<file path="config.mk">
export PLATFORM = sky130hd
export DESIGN_NAME = mst_ctrl
export DESIGN_NICKNAME = d
export VERILOG_FILES = /design/src/rtl/mst_pkg.sv /design/src/rtl/mst_ctrl.sv
export VERILOG_INCLUDE_DIRS = /design/src /design/src/rtl
export SDC_FILE = /design/constraint.sdc
export NUM_CORES = 1
export LEC_CHECK = 0
export BUFFER_PORTS_ARGS = -buffer_cell sky130_fd_sc_hd__buf_2
export CAP_MARGIN = 25
export CORE_UTILIZATION = 55
export DETAILED_ROUTE_END_ITERATION = 7
export PLACE_DENSITY = 0.87
export REMOVE_ABC_BUFFERS = 1
export SLEW_MARGIN = 20
export SYNTH_ARGS = -nofsm -noshare
export SYNTH_HDL_FRONTEND = slang
export SYNTH_SLANG_ARGS = --single-unit
</file>
<file path="constraint.sdc">
create_clock -name clk -period 3.04 [get_ports clk]
set_input_delay 0.912 -clock clk [delete_from_list [all_inputs] [get_ports clk]]
set_output_delay 0.912 -clock clk [all_outputs]
set_load 0.05 [all_outputs]
</file>
<file path="src/rtl/min_stats_noise_tracker_assert.svh">
// Assertion macros shared by the noise tracker RTL.
// No dependencies; each RTL file that checks itself includes this header.
`ifndef MIN_STATS_NOISE_TRACKER_ASSERT_SVH
`define MIN_STATS_NOISE_TRACKER_ASSERT_SVH

`ifndef SYNTHESIS
// Same-cycle implication, disabled in reset.
`define MST_ASSERT_IMP(lbl, clk, rst_n, ante, cons) \
  lbl: assert property (@(posedge clk) disable iff (!rst_n) (ante) |-> (cons)) \
    else $error("mst: assertion failed");
// Next-cycle implication, disabled in reset.
`define MST_ASSERT_NXT(lbl, clk, rst_n, ante, cons) \
  lbl: assert property (@(posedge clk) disable iff (!rst_n) (ante) |=> (cons)) \
    else $error("mst: assertion failed");
`else
`define MST_ASSERT_IMP(lbl, clk, rst_n, ante, cons)
`define MST_ASSERT_NXT(lbl, clk, rst_n, ante, cons)
`endif

`endif

</file>
<file path="src/rtl/mst_pkg.sv">
// Shared types, constants and helpers of the minimum-statistics noise tracker.
// No dependencies; used by the interfaces, controller, datapath and top level.
`default_nettype none

package mst_pkg;

  // Store sizes; both are powers of two so a bin index and a slot pack into
  // one memory address.
  localparam int NUM_BINS       = 1024;
  localparam int MAX_SUBWINDOWS = 64;

  localparam int BIN_W  = $clog2(NUM_BINS);
  localparam int SLOT_W = $clog2(MAX_SUBWINDOWS);
  localparam int CNT_W  = $clog2(MAX_SUBWINDOWS + 1);
  localparam int SW_AW  = BIN_W + SLOT_W;

  // Field widths
  localparam int BIN_IDX_W = 10;
  localparam int POWER_W   = 32;
  localparam int PROB_W    = 16;
  localparam int COEF_W    = 16;
  localparam int FRAME_W   = 8;
  localparam int SWC_W     = 7;
  localparam int CMP_W     = (CNT_W > SWC_W) ? CNT_W : SWC_W;
  localparam int ALPHA_W   = COEF_W + 1;
  localparam int PROD_W    = ALPHA_W + POWER_W;

  // Configuration register indexes
  localparam int CFG_IDX_W = 3;
  localparam logic [CFG_IDX_W-1:0] CFG_SLOW_SMOOTHING   = 3'd0;
  localparam logic [CFG_IDX_W-1:0] CFG_BIAS_GAIN        = 3'd1;
  localparam logic [CFG_IDX_W-1:0] CFG_POWER_FLOOR      = 3'd2;
  localparam logic [CFG_IDX_W-1:0] CFG_FRAMES_PER_SUBWIN = 3'd3;
  localparam logic [CFG_IDX_W-1:0] CFG_SUBWINDOW_COUNT  = 3'd4;

  // Arithmetic constants (Q0.16 smoothing coefficients, Q4.12 bias gain, Q4.28 power)
  localparam logic [PROB_W-1:0]  PRESENCE_LIMIT = 16'd36044;
  localparam logic [COEF_W-1:0]  FAST_ALPHA     = 16'd62915;
  localparam logic [POWER_W-1:0] SEED_LEVEL     = 32'd27;
  localparam logic [POWER_W-1:0] FLOOR_RESET    = 32'd1;
  localparam logic [ALPHA_W-1:0] ALPHA_ONE      = 17'd65536;
  localparam logic [PROD_W-1:0]  ROUND_SMOOTH   = 49'd32768;
  localparam logic [PROD_W-1:0]  ROUND_EST      = 49'd2048;

  // Configuration register reset values
  localparam logic [COEF_W-1:0]  RST_SLOW_SMOOTHING = 16'd55705;
  localparam logic [COEF_W-1:0]  RST_BIAS_GAIN      = 16'd6144;
  localparam logic [FRAME_W-1:0] RST_FRAMES         = 8'd8;
  localparam logic [SWC_W-1:0]   RST_SUBWIN_COUNT   = 7'd36;

  typedef struct packed {
    logic [COEF_W-1:0]  slow_smoothing;
    logic [COEF_W-1:0]  bias_gain;
    logic [POWER_W-1:0] power_floor;
    logic [FRAME_W-1:0] frames_per_subwindow;
    logic [SWC_W-1:0]   subwindow_count;
  } cfg_t;

  // One row of per-bin state
  typedef struct packed {
    logic [POWER_W-1:0] smooth;
    logic [POWER_W-1:0] wmin;
    logic [POWER_W-1:0] gmin;
    logic [FRAME_W-1:0] frame;
    logic [SLOT_W-1:0]  ptr;
  } bin_row_t;

  // Controller to datapath commands
  typedef struct packed {
    logic load_in;
    logic rd_bin;
    logic mul_s;
    logic mul_p;
    logic sum;
    logic update;
    logic cnt_clr;
    logic fill_wr;
    logic rot_wr;
    logic scan_rd;
    logic est_mul;
    logic est_fin;
    logic wb;
    logic clear;
  } dp_cmd_t;

  // Datapath to controller status
  typedef struct packed {
    logic seed;
    logic rotate;
    logic cnt_last;
    logic clr_done;
  } dp_sts_t;

  // Number of ring slots in use: zero counts as one, saturate at the maximum.
  function automatic logic [CNT_W-1:0] active_count(input logic [SWC_W-1:0] count);
    logic [CMP_W-1:0] c;
    c = CMP_W'(count);
    if (c == '0) begin
      active_count = CNT_W'(1);
    end else if (c > CMP_W'(MAX_SUBWINDOWS)) begin
      active_count = CNT_W'(MAX_SUBWINDOWS);
    end else begin
      active_count = CNT_W'(c);
    end
  endfunction

endpackage

`default_nettype wire

</file>
<file path="src/rtl/mst_ctrl.sv">
// Sequencer of the noise tracker: runs the clearing sweep after reset, then steps one beat through
// read, smoothing, seeding, ring rotation, minimum scan and estimate. Depends on mst_pkg.
`default_nettype none
`include "min_stats_noise_tracker_assert.svh"

module mst_ctrl (
  input  logic             clk,
  input  logic             rst_n,
  input  mst_pkg::dp_sts_t sts,
  input  logic             in_valid,
  input  logic             out_free,
  output mst_pkg::dp_cmd_t cmd,
  output logic             in_ready,
  output logic             out_load
);

  typedef enum logic [13:0] {
    S_CLEAR    = 14'b00000000000001,
    S_IDLE     = 14'b00000000000010,
    S_READ     = 14'b00000000000100,
    S_MUL_S    = 14'b00000000001000,
    S_MUL_P    = 14'b00000000010000,
    S_SUM      = 14'b00000000100000,
    S_UPDATE   = 14'b00000001000000,
    S_FILL     = 14'b00000010000000,
    S_ROT      = 14'b00000100000000,
    S_SCAN     = 14'b00001000000000,
    S_SCAN_END = 14'b00010000000000,
    S_EST_MUL  = 14'b00100000000000,
    S_EST_FIN  = 14'b01000000000000,
    S_DONE     = 14'b10000000000000
  } state_t;

  state_t state_r, state_nxt;

  // Next state and commands
  always_comb begin
    state_nxt = state_r;
    cmd       = '0;
    in_ready  = 1'b0;
    out_load  = 1'b0;
    case (state_r)
      S_CLEAR: begin
        cmd.clear = 1'b1;
        if (sts.clr_done) state_nxt = S_IDLE;
      end
      S_IDLE: begin
        in_ready    = 1'b1;
        cmd.load_in = 1'b1;
        if (in_valid) state_nxt = S_READ;
      end
      S_READ: begin
        cmd.rd_bin = 1'b1;
        state_nxt  = S_MUL_S;
      end
      S_MUL_S: begin
        cmd.mul_s = 1'b1;
        state_nxt = S_MUL_P;
      end
      S_MUL_P: begin
        cmd.mul_p = 1'b1;
        state_nxt = S_SUM;
      end
      S_SUM: begin
        cmd.sum   = 1'b1;
        state_nxt = S_UPDATE;
      end
      S_UPDATE: begin
        cmd.update  = 1'b1;
        cmd.cnt_clr = 1'b1;
        if (sts.seed) begin
          state_nxt = S_FILL;
        end else if (sts.rotate) begin
          state_nxt = S_ROT;
        end else begin
          state_nxt = S_EST_MUL;
        end
      end
      S_FILL: begin
        cmd.fill_wr = 1'b1;
        if (sts.cnt_last) state_nxt = sts.rotate ? S_ROT : S_EST_MUL;
      end
      S_ROT: begin
        cmd.rot_wr  = 1'b1;
        cmd.cnt_clr = 1'b1;
        state_nxt   = S_SCAN;
      end
      S_SCAN: begin
        cmd.scan_rd = 1'b1;
        if (sts.cnt_last) state_nxt = S_SCAN_END;
      end
      S_SCAN_END: begin
        state_nxt = S_EST_MUL;
      end
      S_EST_MUL: begin
        cmd.est_mul = 1'b1;
        state_nxt   = S_EST_FIN;
      end
      S_EST_FIN: begin
        cmd.est_fin = 1'b1;
        cmd.wb      = 1'b1;
        state_nxt   = S_DONE;
      end
      S_DONE: begin
        // hold the finished result until the output register is free
        if (out_free) begin
          out_load  = 1'b1;
          state_nxt = S_IDLE;
        end
      end
      default: state_nxt = S_CLEAR;
    endcase
  end

  // Advance the state
  always_ff @(posedge clk) begin
    if (!rst_n) begin
      state_r <= S_CLEAR;
    end else begin
      state_r <= state_nxt;
    end
  end

  `MST_ASSERT_IMP(a_load_when_free, clk, rst_n, out_load, out_free)
  `MST_ASSERT_IMP(a_clear_blocks_input, clk, rst_n, state_r == S_CLEAR, !in_ready && !out_load)

endmodule

`default_nettype wire

</file>
After elaboration in Yosys (flattened, before gate mapping)
Index checks and enable logic that the tools add are counted.
{"block": "word_totals", "word_cells": 45, "reg_bits": 14, "output_inout_bits": 16}
{"block": "classes", "eq_ne": 19, "reduce_logical": 2, "muxes": 23}
{"operator": "$pmux 14 s14", "n": 1}
{"operator": "$mux 14", "n": 6}
{"operator": "$eq 14x1->1 const B", "n": 1}
{"operator": "$eq 14x10->1 const B", "n": 1}
{"operator": "$eq 14x11->1 const B", "n": 1}
{"operator": "$eq 14x12->1 const B", "n": 1}
{"operator": "$eq 14x13->1 const B", "n": 1}
{"operator": "$eq 14x14->1 const B", "n": 1}
{"operator": "$eq 14x2->1 const B", "n": 1}
{"operator": "$eq 14x3->1 const B", "n": 1}
{"operator": "$eq 14x4->1 const B", "n": 1}
{"operator": "$eq 14x5->1 const B", "n": 1}
{"operator": "$eq 14x6->1 const B", "n": 1}
{"operator": "$eq 14x7->1 const B", "n": 1}
{"operator": "$eq 14x8->1 const B", "n": 1}
{"operator": "$eq 14x9->1 const B", "n": 1}
{"operator": "$mux 1", "n": 14}
{"operator": "$mux 12", "n": 1}
{"operator": "$ne 2x2->1 const B", "n": 5}
{"operator": "$reduce_and 5->1", "n": 1}
{"operator": "$mux 2", "n": 1}
{"operator": "$reduce_or 2->1", "n": 1}

Depth between registers and ports, before layout
Gate-level depths: netlist of the first run.
{"block": "logic_depth", "ltp_word": 3, "mapped_depth": 7, "mapped_depth_nobuf": 6}

Worst setup path after synthesis of the first run
No wires, ideal clock.
{"block": "synth_path", "path_type": "register -> output", "from": "reg state_r[4]", "to": "out cmd[12] in the netlist's numbering", "n_path_buf": 0, "t_required_ns": 2.128, "t_arrival_ns": 2.211, "path_slack_ns": -0.083, "stages_incl_launch_ff": 4, "cell_sequence": "dfxtp_1 nor4_4 nand4_1 nor3b_1"}
{"element": "start, declared", "line_no": "mst_ctrl.sv:34", "text": "state_t state_r, state_nxt;"}
{"element": "start signal, assigned", "line_no": "mst_ctrl.sv:120", "text": "state_r <= state_nxt;"}
{"element": "end, declared", "line_no": "mst_ctrl.sv:12", "text": "output mst_pkg::dp_cmd_t cmd,"}

==> flow_summary.toml, run 1 <==
[worst_setup_path]
path_class = "flip-flop to output port"
regToRegSetupSlack_ns = 1.11
crit_start = "state_r[4]"
arrival_ns = 2.00
critPathMaxFanout = 6
required_ns = 2.13
worstReg2RegEnd = "state_r[0]"
crit_path_end_kind = "output port"
startpoint_type = "flip-flop"
crit_end = "cmd[7]"
reg2reg_depth = 6
reg2reg_from = "state_r[4]"

[synth]
ys_ff_latch = 14
yosysSeqAreaShare = 0.2943
synth_edf_count = 0
async_flop_share = 0
ys_types = 44
yosys_warnings = 0
synth.avg_cell_area_um2 = 8.735
synth_ff_type = "dfxtp_1"
postSynthCellCount = 109
netlist_area_um2 = 952.2

[final_layout]
antennaDiodeCount = 0
largest_reg_flops = 14
stdcell_count = 150
layout-drive-gt1-share = 0.3060
syn_to_final_growth_pct = 17.87
fill_cells = 123
largest-register = "state_r"
reg_top3 = "state_r: 14 flops"
final_area_mm2 = 0.001122
nNetsFinal = 143

[sta]
fin_skew_ns = 0.001097
fin_tns_setup_ns = 0
drv_slew = 0
fin_crit_ns = 2.908
fmaxAchievable_mhz = 343.9
timing.hold.ws_ns = 0.6364
min_period_over_period = 0.9565
finalSetupViolCount = 0
tightest_slew_ns = 0.4871
maxSlewHeadroom = 0.6707
rsz0062_at_grt = "false"
finalHoldViolCount = 0

[floorplan]
die_w_um = 43.61
design.core.area_mm2 = 0.001559
rows = 14
start_util = 0.6108
io_pins = 24
die_area_mm2 = 0.001901
die_h_um = 43.61

[status]
status = "complete, but fails checks"
violations = "DRC"

[hold_path]
min_path_cells = 2
hold_class = "flip-flop to flip-flop"

[place]
gp_congestion = 0.9460
dp_cells = 145
post_dp_cell_area_mm2 = 0.001079
portBuffers = 23
dp_hpwl_mm = 1.759

[grt]
busiest_layer = "met2"
gr-total-overflow = 0
met3_usage = 0.05000
grt_max_degree = 14
antenna_found_initial = 0
grt_pass1_vias = 844
gr-usage-all-layers = 0.2655
grt_pass1_wl_mm = 3.781
use_met1 = 0.3436
use_met2 = 0.4209

[detailed_routing]
vias = 985
wl_per_cell_um = 16.37
first_pass_iters = 6
vias_per_cell = 6.567
drtAntennaViolNets = 0
drc = 2
drt_iter0_markers = 50
wirelength_mm = 2.455

[clock_tree]
max-clock-path-buffers = 2
cts_tree = "built"
cts_root_buf = "clkbuf_4"
numCtsBuffers = 3
cts.repair.resized = 0
cts_setup_buffers = 0
clock_latency_ns = 0.29
ctsHoldBuffers = 0
h-tree-depth = 1
clock-sinks = 14
clk_pin_slew_worst_paths_ns = 0.09

[pwr]
powerDensity_mw_per_mm2 = 526.1
peakVddDrop_uv = 432.7
p_leak_nw = 0.4864

[flow_run]
drv_cap = 0
worst max-delay path, stage by stage, from the launching register on:
cell	delay, ns
dfxtp_1	0.41
nor4_4	0.43
and3_1	0.26
nand4b_1	0.15
inv_1	0.10
nor2_1	0.05
inv_1	0.06
buf_2	0.25
where the power goes:
| part | internal (mW) | total, mW | switching [mW] |
|---|---|---|---|
| clock | 0.0731 | 0.141 | 0.0684 |
| combinational | 0.0911 | 0.233 | 0.142 |
| sequential | 0.194 | 0.216 | 0.0218 |
| total | 0.358 | 0.590 | 0.232 |
worst min path at each step:
stage / from / end / slack, ns
finish: state_r[9] / state_r[9] / 0.64
global route: state_r[9] / state_r[9] / 0.67
CTS: state_r[9] / state_r[9] / 0.63
detailed placement: state_r[9] / state_r[9] / 0.59
global placement: state_r[9] / state_r[9] / 0.61
floorplan: state_r[9] / state_r[9] / 0.55
placed cells by master, fill, tap and decap left out, types with 2 or more instances in the layout:
cell type / Yosys / layout
buf_2: 1 / 23
dfxtp_1: 14 / 14
nor2_1: 13 / 13
nand4_1: 8 / 8
and3_1: 6 / 6
inv_1: 6 / 6
nor3_1: 5 / 5
nor4b_1: 4 / 4
buf_4: 2 / 4
nand2b_1: 3 / 3
nor4_4: 3 / 3
o21ai_0: 3 / 3
nand3_1: 3 / 3
clkbuf_4: 0 / 3
nand4b_1: 2 / 2
and2_1: 2 / 2
a21boi_1: 2 / 2
xnor2_1: 2 / 2
nand2_1: 2 / 2
per-layer routing:
metal / vias up / share of wire
li1: 462 / -
met1: 467 / 0.42
met2: 49 / 0.49
met3: 7 / 0.064
met4: 0 / 0.020
met5: - / 0
kinds of logic after synthesis:
group,count (synthesis),synth area share
DFF,14,0.2944
and+or+nand+nor,64,0.4810
buffers and inverters,12,0.05649
xor gates and xnor gates,3,0.02760
AOI/OAI and AO/OA,16,0.1406
metrics by stage:
stage / util / total power [mW] / worst slack [ns]
2_1_floorplan: - / 0.3933 / -0.09421
3_3_place_gp: 0.6918 / 0.4337 / 0.4147
3_5_place_dp: 0.6918 / 0.4403 / 0.3600
4_1_cts: 0.7151 / 0.5804 / 0.02834
5_1_grt: 0.7199 / 0.6158 / 0.009261
6_report: 0.7199 / 0.5905 / 0.1323
synthesized netlist by cell type, types with 2 or more instances:
master     n  area, µm²
dfxtp_1   14      280.3
nor2_1    13      48.80
nand4_1    8      50.05
and3_1     6      37.54
inv_1      6      22.52
nor3_1     5      25.02
nor4b_1    4      35.03
clkbuf_1   3      11.26
nand2b_1   3      18.77
nand3_1    3      15.01
nor4_4     3      63.81
o21ai_0    3      15.01
a21boi_1   2      15.01
and2_1     2      12.51
buf_4      2      15.01
nand2_1    2      7.510
nand4b_1   2      17.52
xnor2_1    2      17.52
final cells by class:
cell class,count,area [µm²],share of cell area
multi-input combinational,83,618.1,0.5507
sequential,14,280.3,0.2497
timing repair buffer,27,145.1,0.1293
clock buffer,4,36.28,0.03233
inverter,6,22.52,0.02007
tap,16,20.02,0.01784
Note: power is estimated with default switching activity, not from simulation.
==> inputs of run 2 (changes only) <==
--- a/config.mk
+++ b/config.mk
@@ -8,9 +8,11 @@
 export LEC_CHECK = 0
 export BUFFER_PORTS_ARGS = -buffer_cell sky130_fd_sc_hd__buf_2
 export CAP_MARGIN = 25
+export CORE_MARGIN = 2
 export CORE_UTILIZATION = 55
 export DETAILED_ROUTE_END_ITERATION = 7
 export PLACE_DENSITY = 0.87
+export RECOVER_POWER = 25
 export REMOVE_ABC_BUFFERS = 1
 export SLEW_MARGIN = 20
 export SYNTH_ARGS = -nofsm -noshare
==> constraint.sdc (replaced) <==
create_clock -name clk -period 3.04 [get_ports clk]
set_input_delay 0.608 -clock clk [delete_from_list [all_inputs] [get_ports clk]]
set_output_delay 0.608 -clock clk [all_outputs]
set_load 0.05 [all_outputs]
==> flow_summary.toml, run 2 (same netlist as run 1, synthesis figures left out) <==
[floorplan]
design.core.area_mm2 = 0.001670
rows = 15
io_pins = 24
start_util = 0.5700
die_w_um = 45.61
die_h_um = 45.61
die_area_mm2 = 0.002080

[detailed_routing]
drt_iter0_markers = 27
drtAntennaViolNets = 0
drc = 0
vias_per_cell = 6.399
wl_per_cell_um = 16.46
wirelength_mm = 2.436
vias = 947
first_pass_iters = 4

[clock_tree]
max-clock-path-buffers = 2
cts_setup_buffers = 0
ctsHoldBuffers = 0
cts_root_buf = "clkbuf_4"
cts.repair.resized = 0
h-tree-depth = 1
clock_latency_ns = 0.29
clock-sinks = 14
clk_pin_slew_worst_paths_ns = 0.09
numCtsBuffers = 3
cts_tree = "built"

[place]
post_dp_cell_area_mm2 = 0.001065
dp_hpwl_mm = 1.827
portBuffers = 23
gp_congestion = 0.8585
pre_cts_ws_ns = 0.6188

[sta]
fmaxAchievable_mhz = 351.7
finalHoldViolCount = 0
finalSetupViolCount = 0
min_period_over_period = 0.9352
drv_slew = 0
rsz0062_at_grt = "false"
maxSlewHeadroom = 0.5425
timing.hold.ws_ns = 0.5694
tightest_slew_ns = 0.6842
fin_skew_ns = 0.01160
fin_crit_ns = 2.843
fin_ws_ns = 0.1970
fin_tns_setup_ns = 0

[final_layout]
final_area_mm2 = 0.001072
largest-register = "state_r"
final_cell_mix = "buf_2, dfxtp_1, nor2_1"
multi_input_area_um2 = 589.3
layout-drive-gt1-share = 0.2672
fill_cells = 141
seqCellArea_um2 = 280.3
nNetsFinal = 140
layout_commonest_cell = "buf_2"
syn_to_final_growth_pct = 12.62
antennaDiodeCount = 0
largest_reg_flops = 14
reg_top3 = "state_r: 14 flops"

[worst_setup_path]
critPathMaxFanout = 8
cp_slowest_cell = "nor4_4"
reg2reg_from = "state_r[1]"
crit_path_end_kind = "output port"
path_class = "flip-flop to output port"
crit_family = "simple AND/OR/NAND/NOR gates"
required_ns = 2.43
critPathMaxStageDelay_ns = 0.52
path_buf_inv = 2
crit_start = "state_r[1]"
startpoint_type = "flip-flop"
arrival_ns = 2.23
cp_cell_sequence = "nor4_4, and3_1, nor4b_4, nor2_1, inv_1, buf_2"

[status]
status = "finished clean"

[hold_path]
hold_class = "primary input to flip-flop"
min-delay-start = "sts[2]"

[pwr]
p_leak_nw = 0.4697
powerDensity_mw_per_mm2 = 524.8
power_uw = 562.7
peakVddDrop_uv = 284.7

[grt]
antenna_found_initial = 0
grt_max_degree = 14
grt_pass1_wl_mm = 3.822
grt_pass1_vias = 801
gr-total-overflow = 0
gr-usage-all-layers = 0.2573

[flow_run]
drv_cap = 0
-- run 2: cell count changes in the layout (fill, tap and decap cells not counted), sizes merged --
cell | before | now
buf | 27 | 24
-- run 2: report_power, final --
part           switching [mW]  internal [mW]  leakage [nW]
Sequential             0.0237          0.194         0.113
Clock                  0.0624         0.0729        0.0210
Combinational           0.132         0.0772         0.335
Total                   0.218          0.344         0.470
-- run 2: metrics by stage --
stage | util | cells
floorplan | - | 103
global placement | 0.6375 | 144
detailed placement | 0.6375 | 144
CTS | 0.6592 | 148
global route | 0.6419 | 148
finish | 0.6419 | 148
-- run 2: area by class of cell --
type | instances | share of cell area
Tap cell | 17 | 0.01984
Timing Repair Buffer | 24 | 0.1144
Clock buffer | 4 | 0.03384
Sequential cell | 14 | 0.2614
Multi-Input combinational cell | 83 | 0.5496
Inverter | 6 | 0.02100
-- run 2: worst min-delay path, stage by stage --
cell and delay [ns]:
buf_2 0.11, nand4_1 0.06, nor4b_1 0.04
-- run 2: layer usage --
layer,vias to the layer above,routed length (µm),part of all wire,global-route usage
li1,457,-,-,-
met1,442,1050,0.43,0.3293
met2,42,1201,0.49,0.4141
met3,6,146,0.060,0.06349
met4,0,38,0.016,0.09412
met5,-,0,0,0
-- run 2: final timing paths --
check,to,slack (ns),depth (start not counted)
worst max-delay path,cmd[7],0.20,6
worst min-delay path,state_r[8],0.57,3
worst max register to register,state_r[1],0.78,5
worst min register to register,state_r[9],0.61,2
